===== config.mk =====
export PLATFORM = sky130hd
export DESIGN_NAME = motor_soft_ramp_reverse_controller_top_flat
export DESIGN_NICKNAME = d
export VERILOG_FILES = /design/src/sv/msrr_pkg.sv /design/src/sv/msrr_chan_if.sv /design/src/sv/msrr_div.sv /design/src/sv/msrr_duty.sv /design/src/sv/msrr_dp.sv /design/src/sv/msrr_ctrl.sv /design/src/sv/motor_soft_ramp_reverse_controller_top.sv /design/src/flat_wrapper.sv
export SDC_FILE = /design/constraint.sdc
export NUM_CORES = 2
export LEC_CHECK = 0
export CORE_ASPECT_RATIO = 1.4
export CORE_MARGIN = 3
export CORE_UTILIZATION = 45
export CTS_BUF_LIST = sky130_fd_sc_hd__clkbuf_16
export DETAILED_ROUTE_END_ITERATION = 16
export DONT_BUFFER_PORTS = 1
export PLACE_DENSITY = 0.66
export SLEW_MARGIN = 20
export SYNTH_ARGS = -nofsm -noshare
export SYNTH_HDL_FRONTEND = slang
export SYNTH_SLANG_ARGS = --single-unit

===== constraint.sdc =====
create_clock -name clk -period 8.9 [get_ports clk]
set_clock_uncertainty 0.05 [all_clocks]
set_input_delay 1.335 -clock clk [delete_from_list [all_inputs] [get_ports clk]]
set_output_delay 1.335 -clock clk [all_outputs]
set_load 0.02 [all_outputs]

===== src/sv/msrr_pkg.sv =====
// msrr_pkg: widths, codes, control structs and helpers for the motor soft ramp controller
// no dependencies; imported by every module of the block

package msrr_pkg;

  localparam int SPEED_W    = 10;
  localparam int DUR_W      = 14;
  localparam int DUTY_W     = 10;
  localparam int STEP_W     = 8;
  localparam int REQ_W      = 4;
  localparam int MODE_W     = 2;
  localparam int CFG_IDX_W  = 3;
  localparam int CFG_DATA_W = 14;

  localparam logic [SPEED_W-1:0] MAX_SPEED   = 10'd1000;
  localparam logic [SPEED_W-1:0] RAMP_STEP   = 10'd5;
  localparam logic [DUR_W-1:0]   ELAPSED_MAX = 14'd16383;

  localparam logic [DUR_W-1:0]   RST_RAMP_DUR   = 14'd4000;
  localparam logic [DUTY_W-1:0]  RST_DUTY_MIN   = 10'd500;
  localparam logic [DUTY_W-1:0]  RST_DUTY_MAX   = 10'd900;
  localparam logic [SPEED_W-1:0] RST_SPEED_INC  = 10'd50;
  localparam logic [SPEED_W-1:0] RST_INIT_SPEED = 10'd400;
  localparam logic [SPEED_W-1:0] RST_REV_SPEED  = 10'd200;

  // d / 5 as (d * 205) >> 10, exact below 1024
  localparam int                  DIV5_MUL_W = 8;
  localparam logic [DIV5_MUL_W-1:0] DIV5_MUL = 8'd205;
  localparam int                  DIV5_SHIFT = 10;

  // p / 999 as (p * 1049) >> 20, low by at most one
  localparam int                  PROD_W      = 2 * SPEED_W;
  localparam int                  RECIP_W     = 11;
  localparam logic [RECIP_W-1:0]  DUTY_RECIP  = 11'd1049;
  localparam int                  DUTY_SHIFT  = 20;
  localparam logic [SPEED_W-1:0]  DUTY_SPAN   = 10'd999;

  typedef enum logic [MODE_W-1:0] {
    MODE_IDLE = 2'd0,
    MODE_DOWN = 2'd1,
    MODE_UP   = 2'd2
  } mode_t;

  typedef enum logic [REQ_W-1:0] {
    REQ_TICK      = 4'd0,
    REQ_START     = 4'd1,
    REQ_REVERSE   = 4'd2,
    REQ_UP        = 4'd3,
    REQ_DOWN      = 4'd4,
    REQ_STOP      = 4'd5,
    REQ_SET       = 4'd6,
    REQ_OFF       = 4'd7,
    REQ_LONGPRESS = 4'd8
  } req_t;

  typedef enum logic [CFG_IDX_W-1:0] {
    CFG_RAMP_DUR   = 3'd0,
    CFG_DUTY_MIN   = 3'd1,
    CFG_DUTY_MAX   = 3'd2,
    CFG_SPEED_INC  = 3'd3,
    CFG_INIT_SPEED = 3'd4,
    CFG_REV_SPEED  = 3'd5
  } cfg_idx_t;

  typedef struct packed {
    logic apply;
    logic calc_steps;
    logic duty_start;
    logic delay_one;
    logic div_start;
    logic load_out;
  } cmd_t;

  typedef struct packed {
    logic retime;
    logic steps_zero;
    logic div_busy;
    logic duty_valid;
  } sts_t;

  function automatic logic [SPEED_W-1:0] clamp_speed(input logic [SPEED_W:0] v);
    return (v > {1'b0, MAX_SPEED}) ? MAX_SPEED : v[SPEED_W-1:0];
  endfunction

endpackage


===== src/sv/msrr_chan_if.sv =====
// msrr channel interfaces: command input, result output and register write port
// depends on msrr_pkg for field widths

interface msrr_in_if import msrr_pkg::*; ();
  logic               valid;
  logic               ready;
  logic [REQ_W-1:0]   req_type;
  logic [SPEED_W-1:0] new_speed;

  modport source (output valid, output req_type, output new_speed, input ready);
  modport sink   (input valid, input req_type, input new_speed, output ready);
endinterface

interface msrr_out_if import msrr_pkg::*; ();
  logic               valid;
  logic               ready;
  logic [DUTY_W-1:0]  duty;
  logic               clockwise;
  logic               running;
  logic [SPEED_W-1:0] speed_now;
  logic [MODE_W-1:0]  ramp_mode;

  modport source (output valid, output duty, output clockwise, output running,
                  output speed_now, output ramp_mode, input ready);
  modport sink   (input valid, input duty, input clockwise, input running,
                  input speed_now, input ramp_mode, output ready);
endinterface

interface msrr_cfg_if import msrr_pkg::*; ();
  logic                  valid;
  logic                  ready;
  logic [CFG_IDX_W-1:0]  index;
  logic [CFG_DATA_W-1:0] data;

  modport source (output valid, output index, output data, input ready);
  modport sink   (input valid, input index, input data, output ready);
endinterface


===== src/sv/msrr_div.sv =====
// msrr_div: restoring divider, one quotient bit per cycle, for the ramp step delay
// depends on msrr_pkg

module msrr_div import msrr_pkg::*; (
  input  logic              clk,
  input  logic              rst_n,
  input  logic              start,
  input  logic [DUR_W-1:0]  dividend,
  input  logic [STEP_W-1:0] divisor,
  output logic              busy,
  output logic              done,
  output logic [DUR_W-1:0]  quot
);

  localparam int CNT_W = $clog2(DUR_W);
  localparam logic [CNT_W-1:0] LAST = CNT_W'(DUR_W - 1);

  logic              busy_r;
  logic              done_r;
  logic [CNT_W-1:0]  cnt_r;
  logic [DUR_W-1:0]  quo_r;
  logic [STEP_W-1:0] rem_r;
  logic [STEP_W-1:0] dvs_r;
  logic [STEP_W:0]   trial;
  logic [STEP_W:0]   diff;
  logic              ge;

  assign trial = {rem_r, quo_r[DUR_W-1]};
  assign ge    = trial >= {1'b0, dvs_r};
  assign diff  = trial - {1'b0, dvs_r};

  always_ff @(posedge clk) begin
    if (!rst_n) begin
      busy_r <= 1'b0;
      done_r <= 1'b0;
    end else begin
      done_r <= 1'b0;
      if (start) begin
        busy_r <= 1'b1;
      end else if (busy_r && cnt_r == LAST) begin
        busy_r <= 1'b0;
        done_r <= 1'b1;
      end
    end
  end

  always_ff @(posedge clk) begin
    if (start) begin
      quo_r <= dividend;
      rem_r <= '0;
      dvs_r <= divisor;
      cnt_r <= '0;
    end else if (busy_r) begin
      rem_r <= ge ? diff[STEP_W-1:0] : trial[STEP_W-1:0];
      quo_r <= {quo_r[DUR_W-2:0], ge};
      cnt_r <= cnt_r + 1'b1;
    end
  end

  assign busy = busy_r;
  assign done = done_r;
  assign quot = quo_r;

endmodule


===== src/sv/msrr_duty.sv =====
// msrr_duty: three-stage pipeline mapping logical speed onto the pwm duty range
// depends on msrr_pkg

module msrr_duty import msrr_pkg::*; (
  input  logic               clk,
  input  logic               rst_n,
  input  logic               start,
  input  logic [SPEED_W-1:0] speed,
  input  logic [DUTY_W-1:0]  duty_lo,
  input  logic [DUTY_W-1:0]  duty_hi,
  output logic               valid,
  output logic [DUTY_W-1:0]  duty
);

  logic                     s1_v_r, s2_v_r, valid_r;
  logic [PROD_W-1:0]        p1_r, p2_r;
  logic                     neg1_r, neg2_r, zero1_r, zero2_r;
  logic [RECIP_W-1:0]       q0_r;
  logic [DUTY_W-1:0]        duty_r;

  logic [DUTY_W:0]          span;
  logic [DUTY_W-1:0]        span_mag;
  logic [SPEED_W-1:0]       sm1;
  logic [PROD_W+RECIP_W-1:0] t_full;
  logic [PROD_W:0]          qm;
  logic [PROD_W:0]          rem;
  logic [RECIP_W-1:0]       q;
  logic [DUTY_W+1:0]        v;

  assign span     = {1'b0, duty_hi} - {1'b0, duty_lo};
  assign span_mag = span[DUTY_W] ? DUTY_W'(-span) : span[DUTY_W-1:0];
  assign sm1      = speed - 1'b1;
  assign t_full   = {{RECIP_W{1'b0}}, p1_r} * {{PROD_W{1'b0}}, DUTY_RECIP};
  assign qm       = (PROD_W+1)'({{(PROD_W+1-RECIP_W){1'b0}}, q0_r} *
                                {{(PROD_W+1-SPEED_W){1'b0}}, DUTY_SPAN});
  assign rem      = {1'b0, p2_r} - qm;
  assign q        = q0_r + RECIP_W'(rem >= {{(PROD_W+1-SPEED_W){1'b0}}, DUTY_SPAN});
  assign v        = neg2_r ? ({2'b0, duty_lo} - {1'b0, q}) : ({2'b0, duty_lo} + {1'b0, q});

  always_ff @(posedge clk) begin
    if (!rst_n) begin
      s1_v_r  <= 1'b0;
      s2_v_r  <= 1'b0;
      valid_r <= 1'b0;
    end else begin
      s1_v_r <= start;
      s2_v_r <= s1_v_r;
      if (start) begin
        valid_r <= 1'b0;
      end else if (s2_v_r) begin
        valid_r <= 1'b1;
      end
    end
  end

  always_ff @(posedge clk) begin
    p1_r    <= {{SPEED_W{1'b0}}, sm1} * {{SPEED_W{1'b0}}, span_mag};
    neg1_r  <= span[DUTY_W];
    zero1_r <= speed == '0;
    p2_r    <= p1_r;
    neg2_r  <= neg1_r;
    zero2_r <= zero1_r;
    q0_r    <= t_full[DUTY_SHIFT +: RECIP_W];
    if (s2_v_r) begin
      duty_r <= zero2_r ? '0 : v[DUTY_W-1:0];
    end
  end

  assign valid = valid_r;
  assign duty  = duty_r;

endmodule


===== src/sv/msrr_dp.sv =====
// msrr_dp: ramp state, command decode, register file, step-delay and duty units
// depends on msrr_pkg, msrr_div and msrr_duty

module msrr_dp import msrr_pkg::*; (
  input  logic                  clk,
  input  logic                  rst_n,
  input  cmd_t                  cmd,
  output sts_t                  sts,
  input  logic [REQ_W-1:0]      req_type,
  input  logic [SPEED_W-1:0]    new_speed,
  input  logic                  cfg_we,
  input  logic [CFG_IDX_W-1:0]  cfg_index,
  input  logic [CFG_DATA_W-1:0] cfg_data,
  output logic [DUTY_W-1:0]     out_duty,
  output logic                  out_clockwise,
  output logic                  out_running,
  output logic [SPEED_W-1:0]    out_speed_now,
  output logic [MODE_W-1:0]     out_ramp_mode
);

  logic [DUR_W-1:0]   ramp_dur_r;
  logic [DUTY_W-1:0]  duty_min_r, duty_max_r;
  logic [SPEED_W-1:0] speed_inc_r, init_speed_r, rev_speed_r;

  mode_t              mode_r, mode_nxt;
  logic [SPEED_W-1:0] cur_r, cur_nxt, tgt_r, tgt_nxt, set_r, set_nxt;
  logic [DUR_W-1:0]   delay_r, elapsed_r, elapsed_nxt;
  logic               rev_r, rev_nxt, dir_r, dir_nxt, run_r, run_nxt;
  logic               retime_r, retime_nxt;
  logic [STEP_W-1:0]  steps_r;

  logic [DUTY_W-1:0]  out_duty_r;
  logic               out_cw_r, out_run_r;
  logic [SPEED_W-1:0] out_speed_r;
  logic [MODE_W-1:0]  out_mode_r;

  logic [SPEED_W-1:0] floor_spd, rev_cl, cur_step, spd_sel;
  logic [SPEED_W:0]   sum_inc, floor_sum, up_n, tgt_p5;
  logic [DUR_W-1:0]   el_inc;
  logic [SPEED_W-1:0] spd_gap;
  logic [SPEED_W+DIV5_MUL_W-1:0] dist_prod;
  logic [STEP_W-1:0]  steps_calc;

  logic               div_busy, div_done;
  logic [DUR_W-1:0]   div_quot;
  logic               duty_valid;
  logic [DUTY_W-1:0]  duty_val;

  function automatic mode_t aim_mode(input logic [SPEED_W-1:0] tgt,
                                     input logic [SPEED_W-1:0] cur,
                                     input mode_t              if_equal);
    if (tgt > cur) begin
      return MODE_UP;
    end else if (tgt < cur) begin
      return MODE_DOWN;
    end
    return if_equal;
  endfunction

  // register file
  always_ff @(posedge clk) begin
    if (!rst_n) begin
      ramp_dur_r   <= RST_RAMP_DUR;
      duty_min_r   <= RST_DUTY_MIN;
      duty_max_r   <= RST_DUTY_MAX;
      speed_inc_r  <= RST_SPEED_INC;
      init_speed_r <= RST_INIT_SPEED;
      rev_speed_r  <= RST_REV_SPEED;
    end else if (cfg_we) begin
      unique case (cfg_idx_t'(cfg_index))
        CFG_RAMP_DUR:   ramp_dur_r   <= cfg_data[DUR_W-1:0];
        CFG_DUTY_MIN:   duty_min_r   <= cfg_data[DUTY_W-1:0];
        CFG_DUTY_MAX:   duty_max_r   <= cfg_data[DUTY_W-1:0];
        CFG_SPEED_INC:  speed_inc_r  <= cfg_data[SPEED_W-1:0];
        CFG_INIT_SPEED: init_speed_r <= cfg_data[SPEED_W-1:0];
        CFG_REV_SPEED:  rev_speed_r  <= cfg_data[SPEED_W-1:0];
        default: ;
      endcase
    end
  end

  assign floor_spd = clamp_speed({1'b0, init_speed_r});
  assign rev_cl    = clamp_speed({1'b0, rev_speed_r});
  assign sum_inc   = {1'b0, set_r} + {1'b0, speed_inc_r};
  assign floor_sum = {1'b0, speed_inc_r} + {1'b0, floor_spd};
  assign up_n      = {1'b0, cur_r} + {1'b0, RAMP_STEP};
  assign tgt_p5    = {1'b0, tgt_r} + {1'b0, RAMP_STEP};
  assign el_inc    = (elapsed_r == ELAPSED_MAX) ? elapsed_r : elapsed_r + 1'b1;

  // item decode
  always_comb begin
    mode_nxt    = mode_r;
    cur_nxt     = cur_r;
    tgt_nxt     = tgt_r;
    set_nxt     = set_r;
    elapsed_nxt = elapsed_r;
    rev_nxt     = rev_r;
    dir_nxt     = dir_r;
    run_nxt     = run_r;
    retime_nxt  = 1'b0;
    cur_step    = cur_r;
    spd_sel     = set_r;
    unique case (req_t'(req_type)) inside
      REQ_TICK: begin
        elapsed_nxt = el_inc;
        if (mode_r != MODE_IDLE && el_inc > delay_r) begin
          elapsed_nxt = '0;
          if (mode_r == MODE_UP) begin
            cur_step = (up_n < {1'b0, tgt_r}) ? up_n[SPEED_W-1:0] : tgt_r;
          end else begin
            cur_step = ({1'b0, cur_r} > tgt_p5) ? cur_r - RAMP_STEP : tgt_r;
          end
          cur_nxt = cur_step;
          if (cur_step == tgt_r) begin
            if (rev_r) begin
              dir_nxt    = ~dir_r;
              rev_nxt    = 1'b0;
              run_nxt    = 1'b1;
              tgt_nxt    = set_r;
              retime_nxt = 1'b1;
              mode_nxt   = aim_mode(set_r, cur_step, MODE_UP);
            end else begin
              mode_nxt = MODE_IDLE;
              if (cur_step == '0) begin
                run_nxt = 1'b0;
                set_nxt = floor_spd;
              end
            end
          end
        end
      end
      REQ_START: begin
        if (!run_r) begin
          tgt_nxt    = set_r;
          retime_nxt = 1'b1;
          mode_nxt   = aim_mode(set_r, cur_r, MODE_UP);
          run_nxt    = 1'b1;
        end
      end
      REQ_REVERSE: begin
        if (run_r) begin
          rev_nxt    = 1'b1;
          tgt_nxt    = rev_cl;
          retime_nxt = 1'b1;
          mode_nxt   = aim_mode(rev_cl, cur_r, MODE_DOWN);
        end else begin
          dir_nxt    = ~dir_r;
          tgt_nxt    = set_r;
          retime_nxt = 1'b1;
          mode_nxt   = aim_mode(set_r, cur_r, MODE_UP);
          run_nxt    = 1'b1;
        end
      end
      REQ_UP: begin
        spd_sel = clamp_speed(sum_inc);
        set_nxt = spd_sel;
        if (run_r) begin
          tgt_nxt    = spd_sel;
          retime_nxt = 1'b1;
          mode_nxt   = aim_mode(spd_sel, cur_r, MODE_UP);
        end
      end
      REQ_DOWN: begin
        spd_sel = ({1'b0, set_r} >= floor_sum) ? set_r - speed_inc_r : floor_spd;
        set_nxt = spd_sel;
        if (run_r) begin
          tgt_nxt    = spd_sel;
          retime_nxt = 1'b1;
          mode_nxt   = aim_mode(spd_sel, cur_r, MODE_DOWN);
        end
      end
      REQ_SET: begin
        spd_sel = clamp_speed({1'b0, new_speed});
        set_nxt = spd_sel;
        if (spd_sel == '0) begin
          tgt_nxt    = '0;
          retime_nxt = 1'b1;
          mode_nxt   = MODE_DOWN;
          rev_nxt    = 1'b0;
        end else begin
          tgt_nxt    = spd_sel;
          retime_nxt = 1'b1;
          mode_nxt   = aim_mode(spd_sel, cur_r, mode_r);
          run_nxt    = 1'b1;
        end
      end
      REQ_STOP, REQ_OFF, REQ_LONGPRESS: begin
        if (req_t'(req_type) != REQ_LONGPRESS ||
            (run_r && !(mode_r == MODE_DOWN && tgt_r == '0))) begin
          tgt_nxt    = '0;
          retime_nxt = 1'b1;
          mode_nxt   = MODE_DOWN;
          rev_nxt    = 1'b0;
        end
        if (req_t'(req_type) == REQ_OFF) begin
          run_nxt = 1'b0;
        end
      end
      default: ;
    endcase
  end

  // steps left: distance / 5, or 1 when already there
  assign spd_gap    = (cur_r >= tgt_r) ? cur_r - tgt_r : tgt_r - cur_r;
  assign dist_prod  = {{DIV5_MUL_W{1'b0}}, spd_gap} * {{SPEED_W{1'b0}}, DIV5_MUL};
  assign steps_calc = (spd_gap == '0) ? STEP_W'(1) : dist_prod[DIV5_SHIFT +: STEP_W];

  always_ff @(posedge clk) begin
    if (!rst_n) begin
      mode_r    <= MODE_IDLE;
      cur_r     <= '0;
      tgt_r     <= '0;
      set_r     <= RST_INIT_SPEED;
      delay_r   <= '0;
      elapsed_r <= '0;
      rev_r     <= 1'b0;
      dir_r     <= 1'b0;
      run_r     <= 1'b0;
      retime_r  <= 1'b0;
    end else begin
      if (cmd.apply) begin
        mode_r    <= mode_nxt;
        cur_r     <= cur_nxt;
        tgt_r     <= tgt_nxt;
        set_r     <= set_nxt;
        elapsed_r <= elapsed_nxt;
        rev_r     <= rev_nxt;
        dir_r     <= dir_nxt;
        run_r     <= run_nxt;
        retime_r  <= retime_nxt;
      end
      if (cmd.delay_one) begin
        delay_r <= DUR_W'(1);
      end else if (div_done) begin
        delay_r <= div_quot;
      end
    end
  end

  always_ff @(posedge clk) begin
    if (cmd.calc_steps) begin
      steps_r <= steps_calc;
    end
    if (cmd.load_out) begin
      out_duty_r  <= duty_val;
      out_cw_r    <= dir_r;
      out_run_r   <= run_r;
      out_speed_r <= cur_r;
      out_mode_r  <= mode_r;
    end
  end

  msrr_div u_div (
    .clk      (clk),
    .rst_n    (rst_n),
    .start    (cmd.div_start),
    .dividend (ramp_dur_r),
    .divisor  (steps_r),
    .busy     (div_busy),
    .done     (div_done),
    .quot     (div_quot)
  );

  msrr_duty u_duty (
    .clk     (clk),
    .rst_n   (rst_n),
    .start   (cmd.duty_start),
    .speed   (cur_r),
    .duty_lo (duty_min_r),
    .duty_hi (duty_max_r),
    .valid   (duty_valid),
    .duty    (duty_val)
  );

  assign sts.retime     = retime_r;
  assign sts.steps_zero = steps_r == '0;
  assign sts.div_busy   = div_busy | div_done;
  assign sts.duty_valid = duty_valid;

  assign out_duty      = out_duty_r;
  assign out_clockwise = out_cw_r;
  assign out_running   = out_run_r;
  assign out_speed_now = out_speed_r;
  assign out_ramp_mode = out_mode_r;

endmodule


===== src/sv/msrr_ctrl.sv =====
// msrr_ctrl: sequencer for one beat: decode, step count, delay divide, duty, result load
// depends on msrr_pkg

module msrr_ctrl import msrr_pkg::*; (
  input  logic clk,
  input  logic rst_n,
  input  logic in_valid,
  output logic in_ready,
  output logic out_valid,
  input  logic out_ready,
  output cmd_t cmd,
  input  sts_t sts
);

  typedef enum logic [2:0] {
    S_IDLE,
    S_PREP,
    S_LAUNCH,
    S_WAIT,
    S_DONE
  } state_t;

  state_t state_r, state_nxt;
  logic   in_ready_r, out_valid_r, out_valid_nxt;

  always_comb begin
    state_nxt = state_r;
    cmd       = '0;
    unique case (state_r)
      S_IDLE: begin
        if (in_valid && in_ready_r) begin
          cmd.apply = 1'b1;
          state_nxt = S_PREP;
        end
      end
      S_PREP: begin
        cmd.calc_steps = 1'b1;
        cmd.duty_start = 1'b1;
        state_nxt      = S_LAUNCH;
      end
      S_LAUNCH: begin
        if (sts.retime) begin
          cmd.delay_one = sts.steps_zero;
          cmd.div_start = !sts.steps_zero;
        end
        state_nxt = S_WAIT;
      end
      S_WAIT: begin
        if (!sts.div_busy && sts.duty_valid) begin
          state_nxt = S_DONE;
        end
      end
      S_DONE: begin
        if (!out_valid_r || out_ready) begin
          cmd.load_out = 1'b1;
          state_nxt    = S_IDLE;
        end
      end
      default: state_nxt = S_IDLE;
    endcase
  end

  assign out_valid_nxt = cmd.load_out ? 1'b1 : (out_ready ? 1'b0 : out_valid_r);

  always_ff @(posedge clk) begin
    if (!rst_n) begin
      state_r     <= S_IDLE;
      in_ready_r  <= 1'b1;
      out_valid_r <= 1'b0;
    end else begin
      state_r     <= state_nxt;
      in_ready_r  <= state_nxt == S_IDLE;
      out_valid_r <= out_valid_nxt;
    end
  end

  assign in_ready  = in_ready_r;
  assign out_valid = out_valid_r;

endmodule


===== src/sv/motor_soft_ramp_reverse_controller_top.sv =====
// motor soft ramp reverse controller: one result beat per input beat, one beat in flight
// each beat passes through decode, step count and delay launch, then waits for the duty
// pipeline and, when the step delay is recomputed, the step-delay divider before the
// result load, which waits while the output is stalled; a new beat is taken after that load
// synchronous active-low reset restores register defaults and the idle, stopped state
// depends on msrr_pkg, msrr_chan_if, msrr_ctrl, msrr_dp

module motor_soft_ramp_reverse_controller_top import msrr_pkg::*; (
  input  logic    clk,
  input  logic    rst_n,
  msrr_in_if.sink    in_if,
  msrr_out_if.source out_if,
  msrr_cfg_if.sink   cfg_if
);

  cmd_t cmd;
  sts_t sts;

  assign cfg_if.ready = 1'b1;

  msrr_ctrl u_ctrl (
    .clk       (clk),
    .rst_n     (rst_n),
    .in_valid  (in_if.valid),
    .in_ready  (in_if.ready),
    .out_valid (out_if.valid),
    .out_ready (out_if.ready),
    .cmd       (cmd),
    .sts       (sts)
  );

  msrr_dp u_dp (
    .clk           (clk),
    .rst_n         (rst_n),
    .cmd           (cmd),
    .sts           (sts),
    .req_type      (in_if.req_type),
    .new_speed     (in_if.new_speed),
    .cfg_we        (cfg_if.valid),
    .cfg_index     (cfg_if.index),
    .cfg_data      (cfg_if.data),
    .out_duty      (out_if.duty),
    .out_clockwise (out_if.clockwise),
    .out_running   (out_if.running),
    .out_speed_now (out_if.speed_now),
    .out_ramp_mode (out_if.ramp_mode)
  );

endmodule


===== src/flat_wrapper.sv =====
// flat-port wrapper written by rule: the top's interface ports become plain ports
module motor_soft_ramp_reverse_controller_top_flat import msrr_pkg::*;
  (clk, rst_n, in_if_valid, in_if_req_type, in_if_new_speed, in_if_ready, out_if_valid, out_if_duty, out_if_clockwise, out_if_running, out_if_speed_now, out_if_ramp_mode, out_if_ready, cfg_if_valid, cfg_if_index, cfg_if_data, cfg_if_ready);
  msrr_in_if in_if_i ();
  msrr_out_if out_if_i ();
  msrr_cfg_if cfg_if_i ();
  input  logic clk;
  input  logic rst_n;
  input wire logic [$bits(in_if_i.valid)-1:0] in_if_valid;
  input wire logic [$bits(in_if_i.req_type)-1:0] in_if_req_type;
  input wire logic [$bits(in_if_i.new_speed)-1:0] in_if_new_speed;
  output wire logic [$bits(in_if_i.ready)-1:0] in_if_ready;
  output wire logic [$bits(out_if_i.valid)-1:0] out_if_valid;
  output wire logic [$bits(out_if_i.duty)-1:0] out_if_duty;
  output wire logic [$bits(out_if_i.clockwise)-1:0] out_if_clockwise;
  output wire logic [$bits(out_if_i.running)-1:0] out_if_running;
  output wire logic [$bits(out_if_i.speed_now)-1:0] out_if_speed_now;
  output wire logic [$bits(out_if_i.ramp_mode)-1:0] out_if_ramp_mode;
  input wire logic [$bits(out_if_i.ready)-1:0] out_if_ready;
  input wire logic [$bits(cfg_if_i.valid)-1:0] cfg_if_valid;
  input wire logic [$bits(cfg_if_i.index)-1:0] cfg_if_index;
  input wire logic [$bits(cfg_if_i.data)-1:0] cfg_if_data;
  output wire logic [$bits(cfg_if_i.ready)-1:0] cfg_if_ready;
  assign in_if_i.valid = in_if_valid;
  assign in_if_i.req_type = in_if_req_type;
  assign in_if_i.new_speed = in_if_new_speed;
  assign in_if_ready = in_if_i.ready;
  assign out_if_valid = out_if_i.valid;
  assign out_if_duty = out_if_i.duty;
  assign out_if_clockwise = out_if_i.clockwise;
  assign out_if_running = out_if_i.running;
  assign out_if_speed_now = out_if_i.speed_now;
  assign out_if_ramp_mode = out_if_i.ramp_mode;
  assign out_if_i.ready = out_if_ready;
  assign cfg_if_i.valid = cfg_if_valid;
  assign cfg_if_i.index = cfg_if_index;
  assign cfg_if_i.data = cfg_if_data;
  assign cfg_if_ready = cfg_if_i.ready;
  motor_soft_ramp_reverse_controller_top u_core (.clk(clk), .rst_n(rst_n), .in_if(in_if_i), .out_if(out_if_i), .cfg_if(cfg_if_i));
endmodule

Word level (Yosys, flattened, before mapping)

Cells that the tools add are included.

Bits in registers: 269
Bits of input ports: 36
Output and inout port bits: 27

Add/subtract/negate cells: 18
Multipliers: 4
Order comparisons: 23
Equal/unequal tests: 39
Muxes and demuxes: 132
Bitwise logic cells: 3
Reduce and logical (&&, ||, !) cells: 53

Operators by type and width:

| kind                   | count |
|---|---|
| $mux 10                | 26 |
| $pmux 10 s7            | 1 |
| $mux 2                 | 31 |
| $gt 10x10->1           | 6 |
| $lt 10x10->1           | 6 |
| $mux 1                 | 59 |
| $mux 14                | 4 |
| $logic_not 10->1       | 5 |
| $pmux 10 s4            | 1 |
| $sub 10x10->10         | 4 |
| $mul 20x11->31 const B | 1 |
| $gt 10x10->1 const B   | 3 |
| $add 10x10->11         | 2 |
| $add 10x3->11 const B  | 2 |
| $ge 21x10->1 const B   | 1 |
| $mul 11x10->21 const B | 1 |
| $sub 20x21->21         | 1 |
| $mul 10x10->20         | 1 |
| $ne 2x2->1 const B     | 10 |
| $mul 10x8->18 const B  | 1 |
| $reduce_and 9->1       | 2 |
| $eq 4x3->1 const B     | 4 |
| $pmux 3 s5             | 1 |
| $add 14x1->14 const B  | 1 |
| other kinds (52)       | 98 |

Longest topological paths before layout

Depth in word-level cells: 18
Depth in mapped cells: 39
Depth with buffers taken out: 39

Modules after synthesis

From an unflattened synthesis, not the netlist that was laid out.

Cells, all modules: 3281
Area, all modules: 28705.0 µm²

By module, submodules not included:

| module                                 | instances | cells each | area an instance (µm²) |
|---|---|---|---|
| msrr_dp                                | 1         | 1726       | 14123.5 |
| msrr_duty                              | 1         | 1362       | 12448.2 |
| msrr_div                               | 1         | 160        | 1824.2 |
| msrr_ctrl                              | 1         | 31         | 297.8 |
| motor_soft_ramp_reverse_controller_top | 1         | 2          | 11.3 |

Worst setup path after synthesis

No wires, ideal clock.

Path kind: register to register
Start: register u_core.u_dp.u_duty.q0_r[7]
End: register u_core.u_dp.u_duty.duty_r[9], in the netlist u_core.u_dp.u_duty.duty[9], data pin
Setup time: 0.269 ns
Arrival: 7.670 ns
Data required time: 8.581 ns
Setup slack: 0.911 ns
Cell stages (with the launch flop): 36
Period minus slack after synthesis: 7.989 ns
Path through: dfxtp_1 > inv_1 > fa_1 > fa_1 > inv_1 > fa_1 > inv_1 > fa_1 > inv_1 > fa_1 > inv_1 > ha_1 > a21oi_1 > o21ai_0 > nor4_1 > o221ai_1 > a21oi_1 > o311a_1 > nand4_1 > or4_1 > ha_1 > ha_1 > inv_1 > ha_1 > mux2i_1 > ha_1 > nor2b_1 > o21ai_0 > a21oi_1 > o21ai_0 > a21oi_1 > o21ai_0 > a21oi_1 > o21ai_0 > nand3_1 > nor3b_1

Word-level cells in the longest chain between the ends: 6
Elaborated cells between the ends (all ways): 7
Those cells by class: add/sub (4); mul (1); order compare (1); mux (1)

RTL lines:

| element                                                 | line            | text |
|---|---|---|
| from (decl)                                             | msrr_duty.sv:18 | `logic [RECIP_W-1:0] q0_r;` |
| from (signal assigned)                                  | msrr_duty.sv:63 | `q0_r <= t_full[DUTY_SHIFT +: RECIP_W];` |
| $mul 11x10->21                                          | msrr_duty.sv:34 | `assign qm = (PROD_W+1)'({{(PROD_W+1-RECIP_W){1'b0}}, q0_r} *` |
| $sub 20x21->21                                          | msrr_duty.sv:36 | `assign rem = {1'b0, p2_r} - qm;` |
| $ge 21x10->1                                            | msrr_duty.sv:37 | `assign q = q0_r + RECIP_W'(rem >= {{(PROD_W+1-SPEED_W){1'b0}}, DUTY_SPAN});` |
| $add 10x1->10 (*)                                       | msrr_duty.sv:37 |  |
| $add 10x10->10 / $sub 10x10->10 (equally long branches) | msrr_duty.sv:38 | `assign v = neg2_r ? ({2'b0, duty_lo} - {1'b0, q}) : ({2'b0, duty_lo} + {1'b0, q});` |
| $mux 10 (*)                                             | msrr_duty.sv:38 |  |
| to (signal assigned)                                    | msrr_duty.sv:65 | `duty_r <= zero2_r ? '0 : v[DUTY_W-1:0];` |
| to (decl)                                               | msrr_duty.sv:19 | `logic [DUTY_W-1:0] duty_r;` |

Mark *: on every way between the ends. The rest lies on a longest branch, timed or not.
A chain may end at the register's enable or synchronous reset.

Worst setup path after layout

Start: register u_core.u_dp.u_duty.q0_r[3]
End: register u_core.u_dp.u_duty.duty_r[8], in the netlist u_core.u_dp.u_duty.duty[8], data pin

Same word-level chain as after synthesis.

==> qor.yml <==
synthesis:
  synthFlopType: "dfxtp_1"
  yosysWarnings: 0
  syn-cell-area_um2: 28500
  synth_cells: 3231
  synth_cell_type_count: 108
  ys_seq_elements: 269
  synth-edff-count: 64
  synth_area_per_cell_um2: 8.81
  synthArstFlopShare_pct: 0
  synth_fp_nets: 3924
  ys_seq_area_share_pct: 21.2
sta:
  hold_viol: 0
  tightest_slew_ns: 1.07
  tns_ns: 0
  rsz0062_at_grt: "false"
  drv_slew: 0
  setup_viol: 0
  min_period_ns: 8.27
  fmaxAchievable_mhz: 121
  fin_crit_sh_pct: 92.9
  slew_headroom_pct: 28.5
routing:
  avgViaCountPerCell: 5.58
  ant_nets: 0
  route.met3.wl_um: 3280
  wl_met1_um: 29000
  first_iter_violations: 1208
  drc: 0
  wire_per_inst_um: 18.7
  first_pass_iters: 5
  drt-total-wl_um: 75800
  topRoutingLayerUsed: "met4"
  vias: 22600
  wl_met2_um: 39300
die:
  die_area_um2: 66300
  row_count: 108
  ioPinCount: 63
  die_y_um: 304
  start_util_pct: 45.7
  die_w_um: 219
  core_um2: 62300
layout:
  nets: 3895
  seq_area_um2: 6030
  drive_gt1_share_pct: 5.65
  multi_input_area_um2: 20200
  fill_cells: 5956
  antenna_cells: 0
  area_growth_pct: 6.50
grt:
  grt-ovfl-total: 0
  grt_usage_pct: 23.0
  antenna_found_initial: 0
  grt_pass1_wl_um: 122000
  grt_max_degree: 67
  grt_pass1_vias: 23000
setup_path:
  cpPeakStageDelay_ns: 0.61
  worstPathRequired_ns: 9.18
  end_kind: "flip-flop"
  cp_common_cell: "fa_1"
  cp.arrival_ns: 8.55
  criticalPathCategory: "reg -> reg"
  start_kind: "flip-flop"
  crit_fanout: 6
  crit_slowest_cell: "or4_1"
clock_network:
  clock_latency_ns: 0.59
  htree_levels: 1
  cts_root_buf: "clkbuf_16"
  path_clk_slew_ns: 0.07
  cts_buffers: 28
  cts_tree: "yes"
  cts_sinks: 269
  clk_path_buf_depth: 3
  postCtsSetupRepairBufs: 0
place:
  port_buffers: 0
  finalWeightedCongestion: 0.962
  hpwl_um: 60400
run:
  max-cap-violations: 0
run_status:
  status: "complete, no violations"
worst_hold_path:
  hp-class: "reg -> reg"
-- path summary, 6_finish.rpt --
kind | startpoint | end | slack, ns | depth (start not counted)
worst min register to register | u_core.u_dp.u_duty.neg1_r | u_core.u_dp.u_duty.neg2_r | 0.28 | 0
worst max-delay path | u_core.u_dp.u_duty.q0_r[3] | u_core.u_dp.u_duty.duty[8] | 0.63 | 32
worst min-delay path | u_core.u_dp.u_duty.neg1_r | u_core.u_dp.u_duty.neg2_r | 0.28 | 0
worst max register to register | u_core.u_dp.u_duty.q0_r[3] | u_core.u_dp.u_duty.duty[8] | 0.63 | 32
-- cell usage after synthesis, types with 10 or more instances --
library cell / count / area [um2]
mux2_2: 22 / 248
a211oi_1: 31 / 233
buf_2: 13 / 65.1
nor2b_1: 29 / 181
edfxtp_1: 64 / 1920
nand2b_1: 34 / 213
o211ai_1: 24 / 180
xor2_1: 40 / 350
and2_1: 28 / 175
clkbuf_1: 63 / 236
dfxtp_1: 205 / 4100
a21o_1: 60 / 450
nor3_1: 58 / 290
o21ai_0: 106 / 531
inv_1: 472 / 1770
nand4_1: 34 / 213
o31ai_1: 10 / 75.1
nand2_1: 270 / 1010
a21oi_1: 214 / 1070
o21bai_1: 17 / 128
buf_1: 10 / 37.5
a22oi_1: 14 / 105
or3_1: 17 / 106
mux2i_1: 40 / 400
a22o_1: 11 / 96.3
a31oi_1: 21 / 131
nand3_1: 75 / 375
o21ai_1: 12 / 60.1
and3_1: 26 / 163
ha_1: 472 / 5910
nor2_1: 204 / 766
o21a_1: 19 / 143
or2_2: 16 / 100
xnor2_1: 114 / 998
fa_1: 185 / 3700
-- layout make-up --
type                       count  area share, %
multi-input combinational   2387           66.7
sequential                   269           19.9
inverter                     477           5.91
tap                          825           3.41
clock buffer                  29           2.39
timing repair buffer          39          0.966
clock inverter                23          0.673
-- worst max-delay path, delay by kind of cell (launching register included) --
family / cells / cell delay [ns]
adders and majority gates: 10 / 4.16
and+or+nand+nor: 8 / 1.66
AOI/OAI and AO/OA: 7 / 1.03
buffers and inverters: 5 / 0.42
DFF: 1 / 0.40
muxes: 1 / 0.18
xor gates and xnor gates: 1 / 0.13
-- cells by family (layout without fill, tap and decap cells) --
| group | after synthesis | count (layout) | share of synthesized area, % |
|---|---|---|---|
| simple gates | 842 | 842 | 14.2 |
| other cells | 1 | 1 | 0.0132 |
| mux | 62 | 62 | 2.28 |
| buf+inv | 575 | 568 | 7.84 |
| flops | 269 | 269 | 21.2 |
| xor+xnor | 154 | 154 | 4.74 |
| fa+ha+maj | 657 | 657 | 33.8 |
| compound gates | 671 | 671 | 16.0 |
-- repair_timing --
item / in CTS / in global routing
endpoints found under the setup margin: 0 / 3
resized for setup: 0 / 14
hold buffers: 0 / 0
-- cell usage in the layout (no fill, tap or decap), types with 17 or more instances in the layout --
cell type	instances
o211ai_1	24
nor2b_1	28
o21a_1	19
nand3_1	75
xor2_1	40
and2_1	28
clkbuf_16	29
or3_1	17
ha_1	472
buf_4	39
a211oi_1	31
a31oi_1	21
nand2b_1	34
a21oi_1	213
nand2_1	270
xnor2_1	113
fa_1	185
a21o_1	60
nor2_1	203
o21ai_0	102
nand4_1	34
mux2_2	22
mux2i_1	40
edfxtp_1	64
inv_1	469
nor3_1	58
and3_1	26
dfxtp_1	200
-- layer usage --
metal | vias to the layer above | track usage, %
met5 | - | 0
met4 | 0 | 10.6
met1 | 10800 | 25.4
met2 | 553 | 43.4
li1 | 11000 | -
met3 | 192 | 2.78
-- sequential cells by signal, summed over array words and instances (netlist names), 11 cells and up --
name and flops:
u_core.u_dp.delay_r 14, u_core.u_dp.u_duty.q0_r 11, u_core.u_dp.elapsed_r 14, u_core.u_dp.u_duty.p1_r 20
u_core.u_dp.u_duty.p2_r 20, u_core.u_dp.u_div.quot 14, u_core.u_dp.ramp_dur_r 14
-- through the flow --
| step | cell area [um2] | utilization (%) | hold WS (ns) | cells | setup slack [ns] |
|---|---|---|---|---|---|
| 2_1_floorplan | 28500 | - | 0.260 | 3231 | 0.911 |
| 3_3_place_gp | 29300 | 47.1 | 0.270 | 3997 | 0.448 |
| 3_5_place_dp | 29300 | 47.1 | 0.269 | 3997 | 0.320 |
| 4_1_cts | 30300 | 48.6 | 0.285 | 4049 | 0.305 |
| 5_1_grt | 30300 | 48.6 | 0.306 | 4049 | 0.0404 |
| 6_report | 30300 | 48.6 | 0.281 | 4049 | 0.631 |
Power is not shown: default switching activity piles up to over one toggle a cycle in this logic, so the estimate is an artifact.
